<file path="src/sv/qte_pkg.sv">
// Shared widths, constants, CORDIC angle table and queue item type for the quaternion converter.
`default_nettype none
package qte_pkg;
	localparam int QUAT_W     = 16;
	localparam int PROD_W     = 2 * QUAT_W;
	localparam int SUM_W      = PROD_W + 3;
	localparam int FRAC_W     = 14;
	localparam int PROD_FRAC  = 28;
	localparam int QSHIFT     = PROD_FRAC - FRAC_W;
	localparam int TERM_W     = SUM_W - QSHIFT;
	localparam int SIN_W      = 16;
	localparam int MAG_W      = 15;
	localparam int ROOT_IN_W  = 2 * FRAC_W + 1;
	localparam int ROOT_STEPS = FRAC_W + 1;
	localparam int CORD_W     = TERM_W + 3;
	localparam int ANG_W      = 32;
	localparam int OUT_W      = 16;
	localparam int STEPS      = 16;
	localparam int QUEUE_DEPTH = 4;
	localparam int QPTR_W     = $clog2(QUEUE_DEPTH);

	localparam logic signed [SUM_W-1:0] ONE_Q28 = SUM_W'(1) <<< PROD_FRAC;
	localparam logic [ROOT_IN_W-1:0] ONE_SQ = ROOT_IN_W'(1) << (2 * FRAC_W);
	localparam logic signed [OUT_W-1:0] HALF_PI = OUT_W'(16384);
	localparam logic [ANG_W-1:0] PI_ANG = 32'h8000_0000;
	localparam logic [ANG_W-1:0] ROUND_HALF = 32'h0000_8000;

	localparam logic [ANG_W-1:0] ATAN_TAB [32] = '{
		32'd536870912, 32'd316933406, 32'd167458907, 32'd85004756, 32'd42667331,
		32'd21354465, 32'd10679838, 32'd5340245, 32'd2670163, 32'd1335087,
		32'd667544, 32'd333772, 32'd166886, 32'd83443, 32'd41722, 32'd20861,
		32'd10430, 32'd5215, 32'd2608, 32'd1304, 32'd652, 32'd326, 32'd163,
		32'd81, 32'd41, 32'd20, 32'd10, 32'd5, 32'd3, 32'd1, 32'd1, 32'd0
	};

	typedef struct packed {
		logic signed [TERM_W-1:0] sinr;
		logic signed [TERM_W-1:0] cosr;
		logic signed [TERM_W-1:0] siny;
		logic signed [TERM_W-1:0] cosy;
		logic signed [SIN_W-1:0]  sinp;
		logic                     clamp;
		logic                     clamp_neg;
	} qte_item_t;
endpackage
`default_nettype wire

</file>
<file path="src/sv/qte_queue.sv">
// Short queue of classified items between the front and back ends.
`default_nettype none
module qte_queue (
	input  wire logic              clk,
	input  wire logic              arst_n,
	input  wire logic              push,
	input  wire qte_pkg::qte_item_t item_in,
	output logic                   full,
	input  wire logic              pop,
	output logic                   empty,
	output qte_pkg::qte_item_t     item_out
);
	import qte_pkg::*;

	qte_item_t mem_q [QUEUE_DEPTH];
	logic [QPTR_W-1:0] wr_ptr_q, rd_ptr_q;
	logic [QPTR_W:0] count_q;

	assign full     = (count_q == (QPTR_W+1)'(QUEUE_DEPTH));
	assign empty    = (count_q == '0);
	assign item_out = mem_q[rd_ptr_q];

	always_ff @(posedge clk) begin
		if (push) begin
			mem_q[wr_ptr_q] <= item_in;
		end
	end

	always_ff @(posedge clk or negedge arst_n) begin
		if (!arst_n) begin
			wr_ptr_q <= '0;
			rd_ptr_q <= '0;
			count_q  <= '0;
		end else begin
			if (push) begin
				wr_ptr_q <= wr_ptr_q + 1'b1;
			end
			if (pop) begin
				rd_ptr_q <= rd_ptr_q + 1'b1;
			end
			if (push && !pop) begin
				count_q <= count_q + 1'b1;
			end else if (pop && !push) begin
				count_q <= count_q - 1'b1;
			end
		end
	end

	a_count_bound: assert property (@(posedge clk) disable iff (!arst_n)
		count_q <= (QPTR_W+1)'(QUEUE_DEPTH))
		else $error("queue count beyond depth");
	a_count_up: assert property (@(posedge clk) disable iff (!arst_n)
		(push && !pop) |=> (count_q == $past(count_q) + 1'b1))
		else $error("queue count did not advance on push");
endmodule
`default_nettype wire

</file>
<file path="config.mk">
export PLATFORM = sky130hd
export DESIGN_NAME = qte_queue
export DESIGN_NICKNAME = d
export VERILOG_FILES = /design/src/sv/qte_pkg.sv /design/src/sv/qte_queue.sv
export SDC_FILE = /design/constraint.sdc
export NUM_CORES = 1
export LEC_CHECK = 0
export ABC_AREA = 1
export BUFFER_PORTS_ARGS = -buffer_cell sky130_fd_sc_hd__buf_4
export CORE_MARGIN = 5
export CORE_UTILIZATION = 45
export DETAILED_ROUTE_END_ITERATION = 16
export PLACE_DENSITY = 0.74
export SLEW_MARGIN = 20
export SYNTH_ARGS = -nofsm -noshare
export SYNTH_HDL_FRONTEND = slang
export SYNTH_SLANG_ARGS = --single-unit
</file>
<file path="constraint.sdc">
create_clock -name clk -period 2.9 [get_ports clk]
set_input_delay 0.435 -clock clk [delete_from_list [all_inputs] [get_ports clk]]
set_output_delay 0.435 -clock clk [all_outputs]
set_load 0.05 [all_outputs]
</file>
==> results of run 1 <==
## worst register-to-register path, cell delays in order (launching register included)
cell,delay (ns)
dfrtp_1,0.42
inv_1,0.08
ha_1,0.20
nand2_1,0.10
clkinvlp_4,0.44
buf_12,0.40
## kinds of logic (layout without fill, tap and decap cells)
family,Yosys count,in the layout,share of synthesized area
compound gates,205,205,0.127
xor+xnor,4,4,0.00202
fa+ha+maj,6,6,0.00475
buf+inv,285,529,0.0811
flops,415,415,0.715
other cells,0,2,0
simple gates,323,323,0.0701
## registers in the layout, summed over array words and instances (netlist names)
| register | flops |
|---|---|
| mem_q | 408 |
| rd_ptr_q | 2 |
| count_q | 3 |
| wr_ptr_q | 2 |
## layout by cell type, fill, tap and decap left out, drive strengths merged
cell type	count
xnor2	1
bufinv	5
fa	1
nand3	1
nand2	319
edfxtp	408
o211ai	204
diode	2
clkinv	19
xor2	3
nor3	2
clkinvlp	6
buf	235
dlygate4sd3	1
inv	212
ha	5
o21ai	1
dfrtp	7
clkbuf	51
nand4	1
## routing by layer
layer / wire length [um] / global-route usage / up-vias
met5: 0 / 0 / -
met4: 704 / 0.0525 / 0
met3: 2310 / 0.0403 / 51
met2: 17500 / 0.274 / 217
met1: 14200 / 0.207 / 4740
li1: - / - / 4741
## worst max-delay path by stage
stage	from	end	slack, ns	cells past startpoint
6_report	rd_ptr_q[0]	item_out[31]	0.28	5
5_1_grt	rd_ptr_q[0]	item_out[46]	0.16	6
4_1_cts	rd_ptr_q[1]	item_out[101]	0.21	4
3_5_place_dp	rd_ptr_q[1]	item_out[93]	0.84	5
3_3_place_gp	rd_ptr_q[1]	item_out[93]	0.85	5
2_1_floorplan	wr_ptr_q[0]	mem_q[0][0]	0.29	4
## report_power, final
part / total, uW / switching (uW) / internal [uW]
Clock: 5450 / 2180 / 3270
Combinational: 11800 / 8370 / 3390
Sequential: 8220 / 367 / 7860
## cell type report
type,instances,area [um^2],share of cell area
Sequential cell,415,12400,0.597
Multi-Input combinational cell,538,3540,0.170
Timing Repair Buffer,236,1970,0.0947
Clock buffer,51,1150,0.0551
Inverter,216,831,0.0399
Tap cell,518,648,0.0311
Clock inverter,26,259,0.0124
Antenna cell,2,5.00,0.000240
## stage by stage
| stage | power [uW] | util | setup WS, ns | std cells |
|---|---|---|---|---|
| 5_1_grt | 26800 | 0.542 | 0.156 | 2000 |
| 3_5_place_dp | 20300 | 0.505 | 0.840 | 1922 |
| 6_report | 25400 | 0.542 | 0.277 | 2002 |
| 2_1_floorplan | 17100 | - | 0.291 | 1238 |
| 4_1_cts | 25800 | 0.542 | 0.209 | 2000 |
| 3_3_place_gp | 20100 | 0.505 | 0.847 | 1922 |
## repair_timing
action                    in CTS  in global routing
gates resized for setup        0                  0
hold buffers                   1                  0
hold endpoints to repair       7                  0
==> summary.md, run 1 <==
The flow ran to the end, and the final reports show no timing, DRC or antenna violations. Total wire length: 34700 um. The biggest area contributor in the post-synthesis netlist is edfxtp_1.

Along the worst hold path, the cell count comes to 2. The run gives 1238 as the gate count after technology mapping. In this run, the number of DRC markers left after iteration 0 of detailed routing was 620. After clock tree synthesis, the clock-pin slew on the worst setup and hold paths is 0.06 ns.

The path class of the tightest hold or removal check is in2reg. The kind of cell adding the most delay to the critical path is buffers and inverters. The run gives 0 as the initial antenna violation count. The leakage power summed over all cells came out at 0.00836 uW. The final hold violation count is 0.

STA classifies the critical path endpoint as a primary output. The fraction of layout cells with a size suffix above 1 was 0.297. The number of cells on the worst reg-to-reg path is 5. The area added between synthesis and finish works out to 19.9%.

The logs give 0.381 GHz for the highest achievable clock rate and 0.54 ns for the clock latency on the worst-skew pair. Among the stages of the critical path, the cell type that occurs most often is nand2_1. The commonest cells after synthesis are 408 x edfxtp_1, 319 x nand2_1, 215 x inv_1. The filler cells instantiated in the layout total 3102. In this design, the stage delay of the slowest critical-path cell is 0.60 ns.

The run gives 0.162 as the aggregate global-route resource usage. VDD sags by at most 0.00106 V. The tools report the capture instance of the worst register-to-register path as mem_q[0][36]. Critical path's slowest cell: dfrtp_4. Setup repair after global routing left no endpoint under its margin. The boundary pin count is 210, and the count of input and output buffers is 209. Clock tree synthesis selected as its root buffer the cell clkbuf_16. Summed over all layers, the global routing overflow is 0. The worst relative slew slack was 0.508; the row count was 72. The share of the synthesized area in the top cell type was 0.705; the horizontal extent of the die was 207 um. The floorplan step defined a core boundary enclosing 38500 um^2. The max-cap violation count was 0. Counting along the longest clock path gives a buffer depth of 3. Routability-driven placement finished with a final weighted congestion of 0.723.

The kind of launch point of the worst setup path is a register. The routed layout has 9749 vias. The post-synthesis register bit count was 415; the average wire length per cell after detail routing was 17.3 um.

Detailed placement finished with a half-perimeter wire length of 21000 um. The logs give 2 for the number of levels in the clock H-tree and 2.19 ns for the worst endpoint data arrival time. The first global-routing pass estimated 53700 um of wire. The pre-antenna-repair detailed-routing pass consisted of 4 iterations. The number of global-route vias before repair is 9847. The critical path goes through buf_12, nand2_1, o211ai_1, nand2_1, buf_4. The synthesized netlist contains 19 unique library cells. The most used flip-flop cell after synthesis is edfxtp_1. The most frequent cell after synthesis is edfxtp_1. For the critical path required time, the log shows 2.47 ns. The async set-or-reset flop fraction in the synthesized netlist came out at 0.0169. The post-route setup TNS was 0 ns. The number of enable-type register cells in the synthesized netlist was 408; the cell area after layout was 20800 um^2. The run gives 0 as the post-detailed-route count of antenna-violating nets. For the reg2reg setup slack, the log shows 0.92 ns. The maximum fanout count along the critical path is 101. By startpoint and endpoint, the worst setup path is classified as reg2out. The post-detailed-placement cell area was 19400 um^2; the total setup buffers inserted after CTS was 0.

Sequential-to-total area share from yosys stat: 0.715. The power density relative to cell area was 1220 nW/um^2; the worst hold slack after final layout was 0.0844 ns. Buffer and inverter count on the worst path: 2.

The mapped cell area was 17400 um^2; the effective utilization at floorplan was 0.452. Count of nets after finishing: 1563. The tools report the startpoint of the worst-slack reg-to-reg timing path as wr_ptr_q[0]. The pin slew with the least headroom to its limit works out to 0.737 ns. The DRC violation count after routing was 0. TritonCTS built the clock tree. Yosys attributes the largest share of cell area to edfxtp_1 70%, o211ai_2 9.6%, nand2_1 6.9%. Entering global routing, the biggest net connects 103 pins. The run gives 0 as the setup-violating endpoint count in the final report. CTS saw 415 sinks. Across the routed clock network, the largest skew measured is 0.00565 ns. For the number of buffers inserted during clock tree synthesis, the log shows 44.

Final critical-path required period: 2.62 ns. The tools report the total number of yosys warnings as 0. Counting every net in the synthesized netlist gives 1350. The final period utilization is 0.904, and the post-detailed-route via-to-cell ratio is 4.87. The start point of the worst min-delay path is pop.

The worst min-delay path endpoint is rd_ptr_q[0]. The floorplan step defined a die boundary enclosing 42700 um^2. Height of the die: 207 um. Dividing the synthesized area by the synthesized cell count gives 14.0 um^2. The run gives 0 as the number of pins exceeding their max-slew limit in the final report.
(Power assumes the default switching activity.)
==> run 2: changes to the inputs <==
--- a/config.mk
+++ b/config.mk
@@ -11,6 +11,7 @@
 export CORE_UTILIZATION = 45
 export DETAILED_ROUTE_END_ITERATION = 16
 export PLACE_DENSITY = 0.74
+export RECOVER_POWER = 50
 export SLEW_MARGIN = 20
 export SYNTH_ARGS = -nofsm -noshare
 export SYNTH_HDL_FRONTEND = slang
==> constraint.sdc (replaced) <==
create_clock -name clk -period 2.2 [get_ports clk]
set_input_delay 0.33 -clock clk [delete_from_list [all_inputs] [get_ports clk]]
set_output_delay 0.33 -clock clk [all_outputs]
set_load 0.05 [all_outputs]
==> run 2 against run 1 <==
The flow now finishes with violations (negative setup slack). Setup slack got worse by 0.41 ns. Sequential cell count did not move. Clock power grew 32%. Non-clock buffer count grew 154. Sequential share of layout area fell by 5.3 points. Via count increased by 9.8%. Largest power group unchanged. First-iteration DRC count rose by 6.6%. Combinational power grew 62%. Worst hold slack worse by 0.021 ns. Power up 46%.
==> summary.md, run 2 (synthesis results as in run 1) <==
Initial antenna violation count: 0 (unchanged). The number of sinks driven by the clock tree is 415 (unchanged), and the fraction of layout cells with a size suffix above 1 is 0.260 (-0.0368). The clock group share of total power was 0.193 (-0.021). The maximum clock skew at final layout was 0.00904 ns (+0.00339 ns). Row count: 72 (unchanged). For the total congestion overflow, the log shows 0 (unchanged).

The post-detailed-route via-to-cell ratio was 4.97 (+2.0%); the post-route setup TNS was -6.70 ns (-6.70 ns). The clock latency on the worst-skew pair is 0.56 ns (+0.02 ns). The largest net degree at the start of global routing was 53 (-49%); the maximum VDD drop was 0.00159 V (+50%). The share of total power consumed by net switching was 0.423 (-0.00599). In the layout the commonest cells are 408 x edfxtp_1, 287 x nand2_1, 210 x inv_1, 134 x o211ai_2, 106 x clkbuf_1. Based on the critical path, the design can be clocked at up to 0.429 GHz. The area added between synthesis and finish came out at 31.6%. The register with the most flip-flops was mem_q. The area of the core came out at 38500 um^2 (unchanged).

The average wire length per cell after detail routing works out to 19.1 um (+10%). The tools report the final critical-path setup slack as -0.129 ns (-0.407 ns). The pin slew with the least headroom to its limit was 0.739 ns (+0.00165 ns). The tools report the routability congestion estimate as 0.735 (+1.7%). The fill cell instance count of the final layout was 2903 (-6.4%). For the internal power summed over all cells, the log shows 21400 uW (+48%). In this run the clock root is driven by a clkbuf_16. Wire length of the first global-routing pass: 61700 um (+15%). The run gives 0.292 (-0.031) as the power share of the sequential group. The power density relative to cell area was 1620 nW/um^2 (+33%). The final critical-path required period works out to 2.33 ns. The maximum fanout count along the critical path is 14 (-86%), and the part of the power in combinational logic is 0.515 (+0.052). The tools report the number of levels in the clock H-tree as 2 (unchanged). The logs give 0.506 (-0.00214) for the worst relative slew slack and 41100 um (+18%) for the total wire length. For the number of buffers inserted during clock tree synthesis, the log shows 44 (unchanged).

For the number of placed instances, taps included, the log shows 1945 (+1.2%). The logs give 1718 (+9.9%) for the count of nets after finishing and 0.144 ns (-0.696 ns) for the post-placement worst setup slack. The horizontal extent of the die is 207 um (unchanged). The critical path is of the reg2out type.

The tools report the first-pass detailed-route iteration total as 5 (+1). For the number of pins exceeding their max-slew limit in the final report, the log shows 0 (unchanged). The tools report the endpoint kind of the worst setup timing path as a primary output. The clock edge transition at the registers on the reported setup and hold paths works out to 0.06 ns (about the same). The buffer depth of the longest clock path was 3 (unchanged).

The final reports fail on negative setup slack. For the effective utilization at floorplan, the log shows 0.452 (unchanged). For the boundary pin count, the log shows 210 (unchanged).

The DRC violation count after routing is 0 (unchanged), and the estimated wirelength of the detail-placed design is 22200 um (+5.7%). The final hold violation count came out at 0 (unchanged). The switching power total was 15700 uW (+44%); the number of design-rule violations left by the first detailed-router iteration was 661 (+6.6%). The run gives 101 (+101) as the setup-violating endpoint count in the final report. In the final layout, the registers with the most flip-flops are mem_q (408), count_q (3). The number of flip-flops in the largest register is 408 (unchanged), and the leakage power summed over all cells is 0.00901 uW (+7.7%). For the final non-filler cell total, the log shows 2156 (+7.7%). The final period utilization was 1.06.

The aggregate global-route resource usage is 0.187 (+0.0253), and the height of the die is 207 um (unchanged). The path type of the worst min-delay path was in2reg. The flow ran to the end, but the final reports show violations. TritonCTS built the clock tree. Commonest non-fill, non-tap cell in the layout: edfxtp_1.

The max-cap violation count was 0 (unchanged); the overall die area was 42700 um^2 (unchanged). Setup repair after global routing could not meet its margin everywhere. The logs give 2.00 ns (-0.19 ns) for the worst endpoint data arrival time and 0 (-2) for the number of diodes.

The tools report the post-detailed-route count of antenna-violating nets as 0 (unchanged). The run gives 11000 (+11%) as the number of global-route vias before repair. The tools report the vias after detailed routing as 10700 (+9.8%).

Critical path required time: 1.87 ns (-0.60 ns). The count of input and output buffers came out at 209 (unchanged). The worst setup path is launched from a register.
-- run 2: critical path, cell delays in order (launching register included) --
cell and delay, ns:
dfrtp_4 0.55, buf_16 0.19, clkbuf_16 0.19, o211ai_1 0.21
nand2_1 0.11, buf_6 0.17
-- run 2: through the flow --
step	hold slack [ns]	instance area [um^2]	power, uW	util
floorplan	0.0344	17400	22500	-
global placement	0.154	19700	26900	0.513
detailed placement	0.154	19700	27200	0.513
CTS	0.0247	23000	36800	0.597
global route	0.0501	22900	38800	0.595
finish	0.0639	22900	37100	0.595
-- run 2: routing by layer --
| metal | part of all wire | up-vias | track usage |
|---|---|---|---|
| met4 | 0.024 | 0 | 0.0587 |
| li1 | - | 5067 | - |
| met2 | 0.50 | 343 | 0.324 |
| met1 | 0.40 | 5237 | 0.237 |
| met3 | 0.067 | 62 | 0.0416 |
| met5 | 0 | - | 0 |
-- run 2: area by class of cell --
type | instances | area (um^2) | share of cell area
clock inverter | 30 | 256 | 0.0112
sequential | 415 | 12400 | 0.544
multi-input combinational | 538 | 3640 | 0.159
clock buffer | 48 | 1140 | 0.0497
timing repair buffer | 390 | 3910 | 0.171
tap | 518 | 648 | 0.0283
timing repair inverter | 1 | 8.76 | 0.000383
inverter | 216 | 842 | 0.0368
-- run 2: repair_timing --
item,in CTS,in global routing
buffers inserted,11,1
endpoints found under the setup margin,102,102
resized for setup,129,32
pin swaps,12,48
cloned,9,8
hold buffers,104,0
hold endpoints to repair,416,0
-- run 2: power by group through the flow --
stage	sequential (uW)	clock (uW)	combinational, uW
after floorplan	10900	0	11600
after global placement	10900	0	16000
after detailed placement	11000	0	16200
after CTS	10800	7320	18600
after global routing	11000	7690	20200
final	10800	7180	19100
-- run 2: final timing paths --
kind / from / to / slack (ns) / cells past startpoint
max: rd_ptr_q[0] / item_out[43] / -0.13 / 5
min: push / wr_ptr_q[1] / 0.06 / 2
max reg2reg: wr_ptr_q[0] / mem_q[2][36] / 0.19 / 5
min reg2reg: count_q[2] / count_q[2] / 0.53 / 2
max in group asynchronous: arst_n / rd_ptr_q[1] / 1.59 / 2
min in group asynchronous: arst_n / count_q[1] / 0.25 / 2
==> run 3: changes to the inputs <==
--- a/config.mk
+++ b/config.mk
@@ -10,7 +10,7 @@
 export CORE_MARGIN = 5
 export CORE_UTILIZATION = 45
 export DETAILED_ROUTE_END_ITERATION = 16
-export PLACE_DENSITY = 0.74
+export PLACE_DENSITY = 0.71
 export RECOVER_POWER = 50
 export SLEW_MARGIN = 20
 export SYNTH_ARGS = -nofsm -noshare
==> constraint.sdc (replaced) <==
create_clock -name clk -period 2.7 [get_ports clk]
set_input_delay 0.405 -clock clk [delete_from_list [all_inputs] [get_ports clk]]
set_output_delay 0.405 -clock clk [all_outputs]
set_load 0.05 [all_outputs]
==> run 3 against run 2 <==
The run ends with max-capacitance violations, max-slew violations left. Power decreased by 27%. Combinational power down 35%. Count of clock-buffer cells in the layout is 4 higher. Worst hold slack improved by 0.0043 ns. Register-to-register slack better by 0.06 ns. Non-clock buffer count down 153. Critical path type unchanged.
==> summary.md, run 3 (synthesis results as in run 1) <==
The run finished, with violations left. The final reports fail on max-capacitance violations, max-slew violations. In this design, the largest share of critical-path delay is due to buffers and inverters. The power share of the sequential group came out at 0.329 (+0.037). The pin slew with the least headroom to its limit is 1.57 ns (+0.830 ns).

The number of buffers inserted during clock tree synthesis was 43 (-2.3%); the maximum clock skew at final layout was 0.0138 ns (+0.00471 ns). The final period utilization works out to 0.943. The average wire length per cell after detail routing is 17.5 um (-8.1%).

The height of the die is 207 um (unchanged). For the area of the core, the log shows 38500 um^2 (unchanged). Derived from the worst setup path, the maximum achievable clock frequency is 0.393 GHz.

The logs give 42700 um^2 (unchanged) for the overall die area and 2 (+2) for the initial antenna violation count. In the final layout, the registers with the most flip-flops are mem_q (408), count_q (3). The run gives 2 (unchanged) as the number of levels in the clock H-tree.

Routability congestion estimate: 0.720 (-2.1%). The setup-violating endpoint count in the final report came out at 0 (-100%). The total power is 26900 uW (-27%), and the clock edge transition at the registers on the reported setup and hold paths is 0.06 ns (about the same). The maximum VDD drop is 0.00105 V (-34%).

The horizontal extent of the die was 207 um (unchanged); the final non-filler cell total was 1999 (-7.3%). The tools report the kind of launch point of the worst setup path as a register. The run gives 1563 (-9.0%) as the count of nets after finishing. The number of sinks driven by the clock tree is 415 (unchanged), and the number of flip-flops in the largest register is 408 (unchanged). The register with the most flip-flops in the final layout is mem_q.

The path type of the worst min-delay path was in2reg. The total congestion overflow is 0 (unchanged). The share of total power consumed by net switching is 0.433 (+0.00960). The logs give 0.25 ns (+0.06 ns) for the reg2reg setup slack and 0.164 (-0.0237) for the aggregate global-route resource usage. The row count is 72 (unchanged), and the effective utilization at floorplan is 0.452 (unchanged). For the buffer depth of the longest clock path, the log shows 3 (unchanged). First-pass detailed-route iteration total: 5 (unchanged).

The buffer cell driving the clock tree root is clkbuf_16. The count of input and output buffers is 209 (unchanged). The slowest stage of the critical path is the dfrtp_4 cell.

For the critical path required time, the log shows 2.30 ns (+0.43 ns). Compared with the post-synthesis result, the final layout area differs by 17.0%. For the estimated wirelength of the detail-placed design, the log shows 21100 um (-4.6%).

The number of pins exceeding their max-slew limit in the final report came out at 49 (+49). The run gives 0.529 (-0.0658) as the final design utilization. The max-cap violation count was 1 (+1); the DRC violation count after routing was 0 (unchanged).

The critical path's largest stage delay was 0.53 ns (-0.02 ns). The post-detailed-route via-to-cell ratio works out to 4.87 (-1.9%). The leakage power summed over all cells was 0.00794 uW (-12%).

In the layout the commonest cells are 408 x edfxtp_1, 319 x nand2_1, 211 x inv_1, 134 x o211ai_2, 116 x buf_4. Power density relative to cell area: 1320 nW/um^2 (-18%). The logs give 0.55 ns (about the same) for the clock latency on the worst-skew pair and 15300 uW (-29%) for the internal power summed over all cells.

The post-route setup TNS came out at 0 ns (+6.70 ns). The worst setup path is of the reg2out kind. The number of placed instances, taps included is 1922 (-1.2%), and the number of global-route vias before repair is 9947 (-9.3%).

The number of design-rule violations left by the first detailed-router iteration was 545 (-18%). TritonCTS built the clock tree. The maximum fanout count along the critical path was 31 (+17).

The clock group share of total power was 0.207 (+0.014). Setup repair after global routing left no endpoint under its margin. The run gives 9744 (-9.0%) as the vias after detailed routing.

The total wire length was 35000 um (-15%); the buffer and inverter count on the worst path was 3 (unchanged). The final critical-path required period works out to 2.55 ns. The commonest non-fill, non-tap cell in the layout is edfxtp_1.

The logs give 210 (unchanged) for the boundary pin count and 54400 um (-12%) for the wire length of the first global-routing pass. The worst relative slew slack is -0.0462 (-0.552), and the worst endpoint data arrival time is 2.14 ns (+0.14 ns). Fraction of layout cells with a size suffix above 1: 0.222 (-0.0378). The tools report the final hold violation count as 0 (unchanged). Switching power total: 11700 uW (-26%). Walking the worst path, the cells encountered are inv_6, buf_12, o211ai_2, nand2_1, buf_4. The part of the power in combinational logic was 0.464 (-0.051); the post-detailed-route count of antenna-violating nets was 0 (unchanged). The worst setup path is captured at a primary output. The largest net degree at the start of global routing is 85 (+60%).
-- run 3: repair_timing --
item | CTS | global route
gates resized for setup | 0 | 2
setup endpoints to repair | 0 | 40
buffers inserted | 0 | 1
hold endpoints to repair | 7 | 0
hold buffers | 1 | 0
-- run 3: through the flow --
stage,hold WS [ns],instance area (um^2),setup WS (ns)
2_1_floorplan,0.109,17400,0.0913
3_3_place_gp,0.224,19400,0.664
3_5_place_dp,0.226,19400,0.635
4_1_cts,0.0170,20700,0.0268
5_1_grt,0.0402,20300,0.0477
6_report,0.0681,20300,0.154
-- run 3: cell type report --
class | count | area, um^2
Timing Repair Buffer | 237 | 1570
Sequential cell | 415 | 12400
Clock buffer | 52 | 1110
Fill cell | 3168 | 18100
Tap cell | 518 | 648
Multi-Input combinational cell | 538 | 3540
Inverter | 216 | 826
Antenna cell | 1 | 2.50
Clock inverter | 22 | 205
-- run 3: worst reg2reg max path: stages, from the launching register on --
cell	delay [ns]
dfrtp_1	0.44
inv_1	0.12
ha_1	0.15
nand2_1	0.05
clkinvlp_2	0.08
clkbuf_2	1.11
-- run 3: final timing paths --
check	startpoint	to	depth (start not counted)
worst max-delay path	rd_ptr_q[1]	item_out[38]	5
worst min-delay path	pop	rd_ptr_q[0]	2
worst min register to register	count_q[2]	count_q[2]	2
max in group asynchronous	arst_n	rd_ptr_q[0]	2
min in group asynchronous	arst_n	count_q[0]	2
worst max register to register	wr_ptr_q[0]	mem_q[0][36]	5
-- run 3: power by group through the flow --
stage / Combinational [uW] / Sequential (uW) / Clock, uW
CTS: 12700 / 8890 / 5740
floorplan: 9460 / 8890 / 0
global placement: 12600 / 8960 / 0
finish: 12500 / 8860 / 5570
detailed placement: 12700 / 9020 / 0
global route: 13400 / 8960 / 5990
-- run 3: layer usage --
layer | share of wire | up-vias | GRT usage
met1 | 0.42 | 4705 | 0.212
met2 | 0.49 | 229 | 0.274
met4 | 0.023 | 4 | 0.0532
li1 | - | 4744 | -
met5 | 0.00097 | - | 0
met3 | 0.066 | 62 | 0.0400
